--- src/design/acfp_pkg.sv ---
// shared constants and types for the ascii count frame parser
package acfp_pkg;

   // frame geometry
   localparam int FRAME_BYTES = 20;
   localparam int POS_W       = 6;
   localparam logic [POS_W-1:0] FRAME_LEN   = POS_W'(FRAME_BYTES);
   localparam logic [POS_W-1:0] COUNT_FIRST = POS_W'(4);
   localparam logic [POS_W-1:0] SUM_FIRST   = POS_W'(8);
   localparam logic [POS_W-1:0] SUM_END     = POS_W'(16);

   // field widths
   localparam int BYTE_W  = 8;
   localparam int COUNT_W = 14;
   localparam int SUM_W   = 27;
   localparam int RSP_W   = 48;

   // ascii digit range
   localparam logic [BYTE_W-1:0] DIGIT_LO = 8'h30;
   localparam logic [BYTE_W-1:0] DIGIT_HI = 8'h39;

   // reset value of the start byte register
   localparam logic [BYTE_W-1:0] START_RESET = 8'h02;

   // request kinds carried on tuser
   localparam logic FUNC_BYTE = 1'b0;
   localparam logic FUNC_GAP  = 1'b1;

   // control into a decimal field accumulator
   typedef struct packed {
      logic active;
      logic stopped;
   } acc_ctrl_type;

   // outcome of a decimal field accumulator
   typedef struct packed {
      logic             stopped;
      logic [SUM_W-1:0] value;
   } acc_result_type;

endpackage

--- src/design/ascii_count_frame_parser.sv ---
// top level of the ascii count frame parser
// a request's result passes the input register, then the result register, which drives rsp
// throughput: one request per cycle while rsp is not stalled, set by the single input register stage
// a frame yields one response on its last byte; other requests yield none
// reset (synchronous, active high) returns to hunting and sets start byte 0x02
module ascii_count_frame_parser
   import acfp_pkg::*;
(
   input  logic              clock,
   input  logic              reset,
   // configuration
   input  logic              csr_we,
   input  logic [BYTE_W-1:0] csr_wdata,   // start_byte
   // request channel
   input  logic              req_tvalid,
   output logic              req_tready,
   input  logic [BYTE_W-1:0] req_tdata,   // rx_byte[7:0]
   input  logic              req_tuser,   // func
   // response channel
   output logic              rsp_tvalid,
   input  logic              rsp_tready,
   output logic [RSP_W-1:0]  rsp_tdata    // note_count[13:0], total_sum[40:14], zero pad
);

   // configuration register
   logic [BYTE_W-1:0] start_byte_ff;

   // input register
   logic              st_valid_ff, st_valid_in;
   logic              st_func_ff;
   logic [BYTE_W-1:0] st_byte_ff;

   // frame state
   logic               in_frame_ff, in_frame_in;
   logic [POS_W-1:0]   pos_ff, pos_in;
   logic [COUNT_W-1:0] count_ff, count_in;
   logic [SUM_W-1:0]   sum_ff, sum_in;
   logic               count_stop_ff, count_stop_in;
   logic               sum_stop_ff, sum_stop_in;

   // result register
   logic               rsp_valid_ff, rsp_valid_in;
   logic [COUNT_W-1:0] rsp_count_ff, rsp_count_in;
   logic [SUM_W-1:0]   rsp_sum_ff, rsp_sum_in;

   logic               advance;
   logic               emit;
   logic [POS_W-1:0]   pos_next;
   acc_ctrl_type       count_ctrl, sum_ctrl;
   acc_result_type     count_res, sum_res;

   // handshake
   assign advance    = st_valid_ff && (!rsp_valid_ff || rsp_tready);
   assign req_tready = !st_valid_ff || advance;
   assign st_valid_in = req_tready ? req_tvalid : st_valid_ff;

   // field accumulators
   assign count_ctrl.active  = in_frame_ff && (pos_ff >= COUNT_FIRST) && (pos_ff < SUM_FIRST);
   assign count_ctrl.stopped = count_stop_ff;
   assign sum_ctrl.active    = in_frame_ff && (pos_ff >= SUM_FIRST) && (pos_ff < SUM_END);
   assign sum_ctrl.stopped   = sum_stop_ff;

   acfp_digit_acc u_count_acc (
      .ctrl      (count_ctrl),
      .acc_value (SUM_W'(count_ff)),
      .rx_byte   (st_byte_ff),
      .result    (count_res)
   );

   acfp_digit_acc u_sum_acc (
      .ctrl      (sum_ctrl),
      .acc_value (sum_ff),
      .rx_byte   (st_byte_ff),
      .result    (sum_res)
   );

   assign pos_next = pos_ff + POS_W'(1);

   // frame state update and response load
   always_comb begin
      in_frame_in   = in_frame_ff;
      pos_in        = pos_ff;
      count_in      = count_ff;
      sum_in        = sum_ff;
      count_stop_in = count_stop_ff;
      sum_stop_in   = sum_stop_ff;
      emit          = 1'b0;
      rsp_count_in  = rsp_count_ff;
      rsp_sum_in    = rsp_sum_ff;
      if (advance) begin
         if (st_func_ff == FUNC_GAP) begin
            in_frame_in = 1'b0;
            pos_in      = '0;
         end else if (!in_frame_ff) begin
            if (st_byte_ff == start_byte_ff) begin
               in_frame_in   = 1'b1;
               pos_in        = POS_W'(1);
               count_in      = '0;
               sum_in        = '0;
               count_stop_in = 1'b0;
               sum_stop_in   = 1'b0;
            end
         end else begin
            count_in      = count_res.value[COUNT_W-1:0];
            count_stop_in = count_res.stopped;
            sum_in        = sum_res.value;
            sum_stop_in   = sum_res.stopped;
            pos_in        = pos_next;
            if (pos_next == FRAME_LEN) begin
               in_frame_in  = 1'b0;
               pos_in       = '0;
               emit         = 1'b1;
               rsp_count_in = count_res.value[COUNT_W-1:0];
               rsp_sum_in   = sum_res.value;
            end
         end
      end
      rsp_valid_in = advance ? emit : (rsp_valid_ff && !rsp_tready);
   end

   // control registers
   always_ff @(posedge clock) begin
      if (reset) begin
         start_byte_ff <= START_RESET;
         st_valid_ff   <= 1'b0;
         in_frame_ff   <= 1'b0;
         pos_ff        <= '0;
         count_ff      <= '0;
         sum_ff        <= '0;
         count_stop_ff <= 1'b0;
         sum_stop_ff   <= 1'b0;
         rsp_valid_ff  <= 1'b0;
      end else begin
         if (csr_we) begin
            start_byte_ff <= csr_wdata;
         end
         st_valid_ff   <= st_valid_in;
         in_frame_ff   <= in_frame_in;
         pos_ff        <= pos_in;
         count_ff      <= count_in;
         sum_ff        <= sum_in;
         count_stop_ff <= count_stop_in;
         sum_stop_ff   <= sum_stop_in;
         rsp_valid_ff  <= rsp_valid_in;
      end
   end

   // payload registers
   always_ff @(posedge clock) begin
      if (req_tready) begin
         st_func_ff <= req_tuser;
         st_byte_ff <= req_tdata;
      end
      rsp_count_ff <= rsp_count_in;
      rsp_sum_ff   <= rsp_sum_in;
   end

   // outputs
   assign rsp_tvalid = rsp_valid_ff;
   assign rsp_tdata  = {(RSP_W - COUNT_W - SUM_W)'(0), rsp_sum_ff, rsp_count_ff};

   // checks
   a_pos_in_range: assert property (@(posedge clock) disable iff (reset)
      pos_ff < FRAME_LEN)
      else $error("byte position reached frame length");

   a_hunt_pos_zero: assert property (@(posedge clock) disable iff (reset)
      !in_frame_ff |-> (pos_ff == '0))
      else $error("byte position nonzero while hunting");

   a_rsp_from_stage: assert property (@(posedge clock) disable iff (reset)
      $rose(rsp_valid_ff) |-> $past(st_valid_ff))
      else $error("response raised without a staged request");

   a_stage_holds: assert property (@(posedge clock) disable iff (reset)
      (st_valid_ff && !advance) |=> st_valid_ff)
      else $error("staged request lost while stalled");

endmodule

--- src/design/acfp_digit_acc.sv ---
// decimal field accumulator: multiply by ten and add one ascii digit
module acfp_digit_acc
   import acfp_pkg::*;
(
   input  acc_ctrl_type       ctrl,
   input  logic [SUM_W-1:0]   acc_value,
   input  logic [BYTE_W-1:0]  rx_byte,
   output acc_result_type     result
);

   logic             is_digit;
   logic [SUM_W-1:0] digit_val;
   logic [SUM_W-1:0] times_ten;

   // digit detection and value
   assign is_digit  = (rx_byte >= DIGIT_LO) && (rx_byte <= DIGIT_HI);
   assign digit_val = SUM_W'(rx_byte - DIGIT_LO);
   assign times_ten = (acc_value << 3) + (acc_value << 1);

   // accumulate until the first non-digit
   always_comb begin
      result.stopped = ctrl.stopped;
      result.value   = acc_value;
      if (ctrl.active && !ctrl.stopped) begin
         if (is_digit) begin
            result.value = times_ten + digit_val;
         end else begin
            result.stopped = 1'b1;
         end
      end
   end

endmodule

--- config.mk ---
export PLATFORM = sky130hd
export DESIGN_NAME = ascii_count_frame_parser
export DESIGN_NICKNAME = d
export VERILOG_FILES = /design/src/design/acfp_pkg.sv /design/src/design/ascii_count_frame_parser.sv /design/src/design/acfp_digit_acc.sv
export SDC_FILE = /design/constraint.sdc
export NUM_CORES = 1
export LEC_CHECK = 0
export BUFFER_PORTS_ARGS = -buffer_cell sky130_fd_sc_hd__buf_2
export CAP_MARGIN = 20
export CORE_ASPECT_RATIO = 0.9
export CORE_MARGIN = 4
export CORE_UTILIZATION = 35
export DETAILED_ROUTE_END_ITERATION = 10
export PLACE_DENSITY = 0.55
export SYNTH_ARGS = -nofsm -noshare
export SYNTH_HDL_FRONTEND = slang
export SYNTH_HIERARCHICAL = 1
export SYNTH_SLANG_ARGS = --single-unit
--- constraint.sdc ---
create_clock -name clock -period 11.5 [get_ports clock]
set_clock_uncertainty 0.05 [all_clocks]
set_input_delay 2.3 -clock clock [delete_from_list [all_inputs] [get_ports clock]]
set_output_delay 2.3 -clock clock [all_outputs]
set_load 0.02 [all_outputs]
# --- Word-level counts from Yosys, hierarchy flattened ---
# Cells that the tools add are included.
classes:
  muxes: 24
  reduce_logical: 23
  n_lt_le_gt_ge: 6
  n_eq_ne: 5
  bitwise: 1
  n_addsub: 6
ops:
  columns: ["operator", "count"]
  rows:
  - ["$mux 27", 4]
  - ["$add 27x27->27", 3]
  - ["$mux 28", 2]
  - ["$mux 14", 2]
  - ["$mux 6", 4]
  - ["$add 17x15->18", 1]
  - ["$mux 1", 12]
  - ["$reduce_and 5->1", 2]
  - ["$logic_and 1x1->1", 9]
  - ["$sub 8x6->9 const B", 1]
  - ["$eq 8x8->1", 1]
  - ["$ge 8x6->1 const B", 1]
  - ["$le 8x6->1 const B", 1]
  - ["$add 6x1->6 const B", 1]
  - ["$eq 6x5->1 const B", 1]
  - ["$ge 6x3->1 const B", 1]
  - ["$ge 6x4->1 const B", 1]
  - ["$lt 6x4->1 const B", 1]
  - ["$lt 6x5->1 const B", 1]
  - ["$logic_not 1->1", 5]
  - ["$ne 2x1->1 const B", 2]
  - ["$reduce_and 4->1", 1]
  - ["$reduce_and 3->1", 1]
  - ["$reduce_bool 3->1", 1]
  - ["other kinds (5)", 6]
totals:
  output_inout_bits: 50
  regBits: 110
  elab_cells: 78

# --- Longest topological paths before layout ---
logic_depth:
  ltp_word: 6
  ltp_mapped: 14
  mapped_depth_nobuf: 13

# --- By module ---
# Netlist, hierarchy kept.
by_module_without_submodules:
  columns: ["mod", "area_per_inst_um2", "seq_area_each_um2", "cells_per_inst", "instances"]
  rows:
  - ["ascii_count_frame_parser", 4292.9, 2702.6, 359, 1]
  - ["acfp_digit_acc (u_sum_acc)", 2172.1, 0.0, 273, 1]
  - ["acfp_digit_acc (u_count_acc)", 2135.8, 0.0, 277, 1]

# --- Least setup slack after synthesis ---
# OpenSTA, ideal clock, no wires.
synth_timing:
  kind: "register to register"
  from: "register st_byte_ff[4]"
  to: "register sum_ff[23]"
  synth_period_minus_slack_ns: 5.235
  path_buffers: 0
  arrival_time_ns: 5.094
  stages_incl_launch_ff: 14
  required_time_ns: 11.359
  path_slack_ns: 6.265
  path_cell_list: "edfxtp_1 -> ha_1 -> nor3_1 -> fa_1 -> ha_1 -> o21ai_2 -> a21oi_1 -> nand3_1 -> o211a_1 -> a21o_1 -> and3b_1 -> o31ai_1 -> a21oi_1 -> a311oi_1"
synth_rtl:
  columns: ["item", "line_no", "text"]
  rows:
  - ["start, declared", "ascii_count_frame_parser.sv:31", "logic [BYTE_W-1:0] st_byte_ff;"]
  - ["start signal, assigned", "ascii_count_frame_parser.sv:152", "st_byte_ff <= req_tdata;"]
  - ["end signal, assigned", "ascii_count_frame_parser.sv:141", "sum_ff <= sum_in;"]
  - ["end, declared", "ascii_count_frame_parser.sv:37", "logic [SUM_W-1:0] sum_ff, sum_in;"]

# --- Worst setup path in the final report ---
layout_timing:
  from: "input port rsp_tready"
  to: "output port req_tready"
layout_via:
  elab_chain_cells: 3
layout_rtl:
  columns: ["item", "line_no", "text"]
  rows:
  - ["start, declared", "ascii_count_frame_parser.sv:21", "input logic rsp_tready,"]
  - ["$logic_or 1x1->1", "ascii_count_frame_parser.sv:53", "assign advance = st_valid_ff && (!rsp_valid_ff || rsp_tready);"]
  - ["$logic_and 1x1->1", "ascii_count_frame_parser.sv:53", null]
  - ["$logic_or 1x1->1", "ascii_count_frame_parser.sv:54", "assign req_tready = !st_valid_ff || advance;"]
  - ["end, declared", "ascii_count_frame_parser.sv:16", "output logic req_tready,"]
# Every way passes these cells.

==> out/qor.csv <==
stage,metric,value,unit
floorplanning,Chip Width,161.7,microns
timing,highest attainable clock frequency,0.1751,GHz
routing,routed length on met1,9019,microns
routing,WL final,17270,microns
timing,hold violation total from the final report,0,
routing,via count of the routed design,5692,
floorplanning,die area,0.02366,sq mm
setup_path,crit-path max cell delay,370,ps
pwr,Int Pwr,0.6284,mW
timing,remaining max-slew budget at the tightest pin,29.25,%
cells_and_area,final instance area,0.008228,sq mm
timing,setup repair after global routing missed its margin,no,
place,Placed Instance Area,0.007891,sq mm
floorplanning,core footprint,0.02083,sq mm
setup_path,endpoint of the worst-slack reg-to-reg timing path,sum_ff[21],
routing,number of nets still failing antenna checks after routing,0,
routing,average vias per placed instance,5.275,
place,detailed placer's ending HPWL,12230,microns
setup_path,"Arr. time, crit path",3360,ps
setup_path,critical-path cell list,buf_2 -> nor2b_1 -> nand2_1 -> buf_2,
min_path,worst min-delay path category,reg2reg,
routing,number of DRC violations after detailed routing,0,
synthesis,synthesized area,0.007442,sq mm
timing,Setup Viol. Count Final,0,
clock_tree,root cell of the clock tree,clkbuf_16,
cells_and_area,# fillers,2092,
floorplanning,Initial Util,35.72,%
timing,part of the cycle the worst path needs,49.65,%
clock_tree,postcts setup bufs,0,
global_route,vias in the first global route,5208,
clock_tree,number of buffers created by CTS,9,
cells_and_area,relative area change from synthesis to final layout,10.56,%
pwr,share of power burned in combinational logic,7.4,%
routing,First DRT Iteration DRCs,504,
synthesis,synth warn,6,
global_route,wire length of the first global-routing pass,28260,microns
timing,final setup TNS,0,ps
global_route,number of antenna violations at the first check in global routing,0,
setup_path,largest fanout on the critical path,10,
clock_tree,TritonCTS clock tree,yes,
place,Routability Congestion,0.8450,
clock_tree,"CTS clk-pin slew, worst paths",80,ps
status,status,"complete, no violations",
job,Maximum Capacitance Violations,0,
setup_path,worst reg-to-reg path cell count,14,
setup_path,nature of the critical path startpoint,input port,
clock_tree,worst skew pair latency,370,ps
clock_tree,hold-fix buffers at CTS,0,
timing,worst hold slack,462.2,ps
clock_tree,worst-case clock buffer depth,2,
pwr,power density of the placed cells,100.5,mW/mm^2
floorplanning,Top Ports,72,
floorplanning,row count,50,
clock_tree,H-tree levels,3,
pwr,switching power share of the total,24.02,%
cells_and_area,fraction of layout cells with a size suffix above 1,14.14,%
routing,routed wirelength normalized by instance count,16.01,microns
routing,met2 wire len,7188,microns
setup_path,Register-to-Register Setup Slack,7190,ps
clock_tree,Clock Sink Count,110,
setup_path,critical path launch point,rsp_tready,
place,buffers added on ports,64,
pwr,clock network power share,42.4,%
global_route,final global-route overflow total,0,
routing,met3 wire len,818,microns
floorplanning,Die Y-Extent,146.3,microns
timing,count of final max-slew check failures,0,
pwr,Reg power frac,50.2,%
setup_path,startpoint of the worst register-to-register path,st_byte_ff[4],
setup_path,kind of capture point of the worst setup path,primary output,
setup_path,critical path class,in2out,
setup_path,required time worst endpoint,9150,ps
pwr,Worst IR Drop VDD,0.00005519,V
global_route,pin count of the biggest net entering global routing,92,
cells_and_area,number of nets in the layout,889,
place,number of placed instances with taps included,1062,
routing,number of iterations in the first detailed-routing pass,5,
setup_path,Worst Setup EP,req_tready,
synthesis,instance count of the mapped netlist,751,
pwr,net switching power,0.1986,mW
clock_tree,post-cts resize count,0,
setup_path,"most used cell, CP",buf_2,
cells_and_area,non-filler instance count after layout,1079,
synthesis,"Avg Cell Area, Syn",9.910,sq um
timing,measured slew at the worst slew-check pin,1061,ps
min_path,cell depth of the worst min-delay path,2,
setup_path,Worst path slowest cell,nand2_1,
pwr,leakage power total,3.217,nW
timing,final critical-path required period,5710,ps
routing,top routing layer in use,met4,
global_route,GRT Overall Usage,14.59,%
[flip-flops by register name, summed over array words and instances (netlist names), 6 cells and up]
signal / flops
rsp_sum_ff: 27
sum_ff: 27
start_byte_ff: 8
pos_ff: 6
st_byte_ff: 8
count_ff: 14
rsp_count_ff: 14
[metal layers]
metal | global-route usage [%] | vias up
met4 | 4.651 | 0
met1 | 22.48 | 2715
li1 | - | 2840
met2 | 20.57 | 120
met5 | 0 | -
met3 | 2.653 | 17
[cells in the final DEF, fill, tap and decap left out, types with 4 or more instances in the layout]
master / instances
nand2_1: 103
a21oi_1: 86
buf_2: 64
dfxtp_1: 60
edfxtp_1: 50
o21ai_0: 46
a311oi_1: 44
ha_1: 44
fa_1: 36
xnor2_1: 28
nor2_1: 27
xor2_1: 18
inv_1: 17
o211ai_1: 11
nand3_1: 10
clkbuf_16: 9
mux2i_1: 8
mux2_4: 8
a31oi_1: 7
conb_1: 7
a21o_1: 7
o21ai_1: 7
and3_1: 6
a211oi_1: 6
o21a_1: 6
nand4_1: 5
nor3_1: 4
buf_4: 4
[how the worst min path moves through the flow]
| stage | slack (ps) | start | to |
|---|---|---|---|
| after floorplan | 410 | start_byte_ff[1] | start_byte_ff[1] |
| after global placement | 430 | start_byte_ff[1] | start_byte_ff[1] |
| after detailed placement | 450 | start_byte_ff[1] | start_byte_ff[1] |
| after CTS | 470 | start_byte_ff[1] | start_byte_ff[1] |
| after global routing | 480 | sum_ff[26] | sum_ff[26] |
| final | 460 | start_byte_ff[1] | start_byte_ff[1] |
[stage by stage]
step	worst slack, ps	util (%)	power (mW)
4_1_cts	5791	39.48	0.8376
2_1_floorplan	6265	-	0.4687
3_5_place_dp	5792	37.88	0.4850
6_report	5790	39.50	0.8271
5_1_grt	5711	39.48	0.8589
3_3_place_gp	5802	37.78	0.4840
[final cells by class]
cell class	count	area (sq um)	area share (%)
sequential	110	2703	32.85
tap	286	357.8	4.349
timing repair buffer	69	370.4	4.501
clock buffer	10	229.0	2.783
multi-input combinational	580	4397	53.44
inverter	17	63.81	0.7755
clock inverter	6	105.1	1.277
antenna	1	2.502	0.03041
[power by group through the flow]
stage,registers (mW),clock network [mW],logic [mW]
2_1_floorplan,0.422,0,0.0471
3_3_place_gp,0.424,0,0.0597
3_5_place_dp,0.424,0,0.0606
4_1_cts,0.415,0.361,0.0611
5_1_grt,0.416,0.375,0.0681
6_report,0.415,0.351,0.0609
[critical path: cells and delay by family]
family / cells / cell delay [ps]
buffers and inverters: 2 / 380
and+or+nand+nor: 2 / 670
Note: power is estimated with default switching activity, not from simulation.
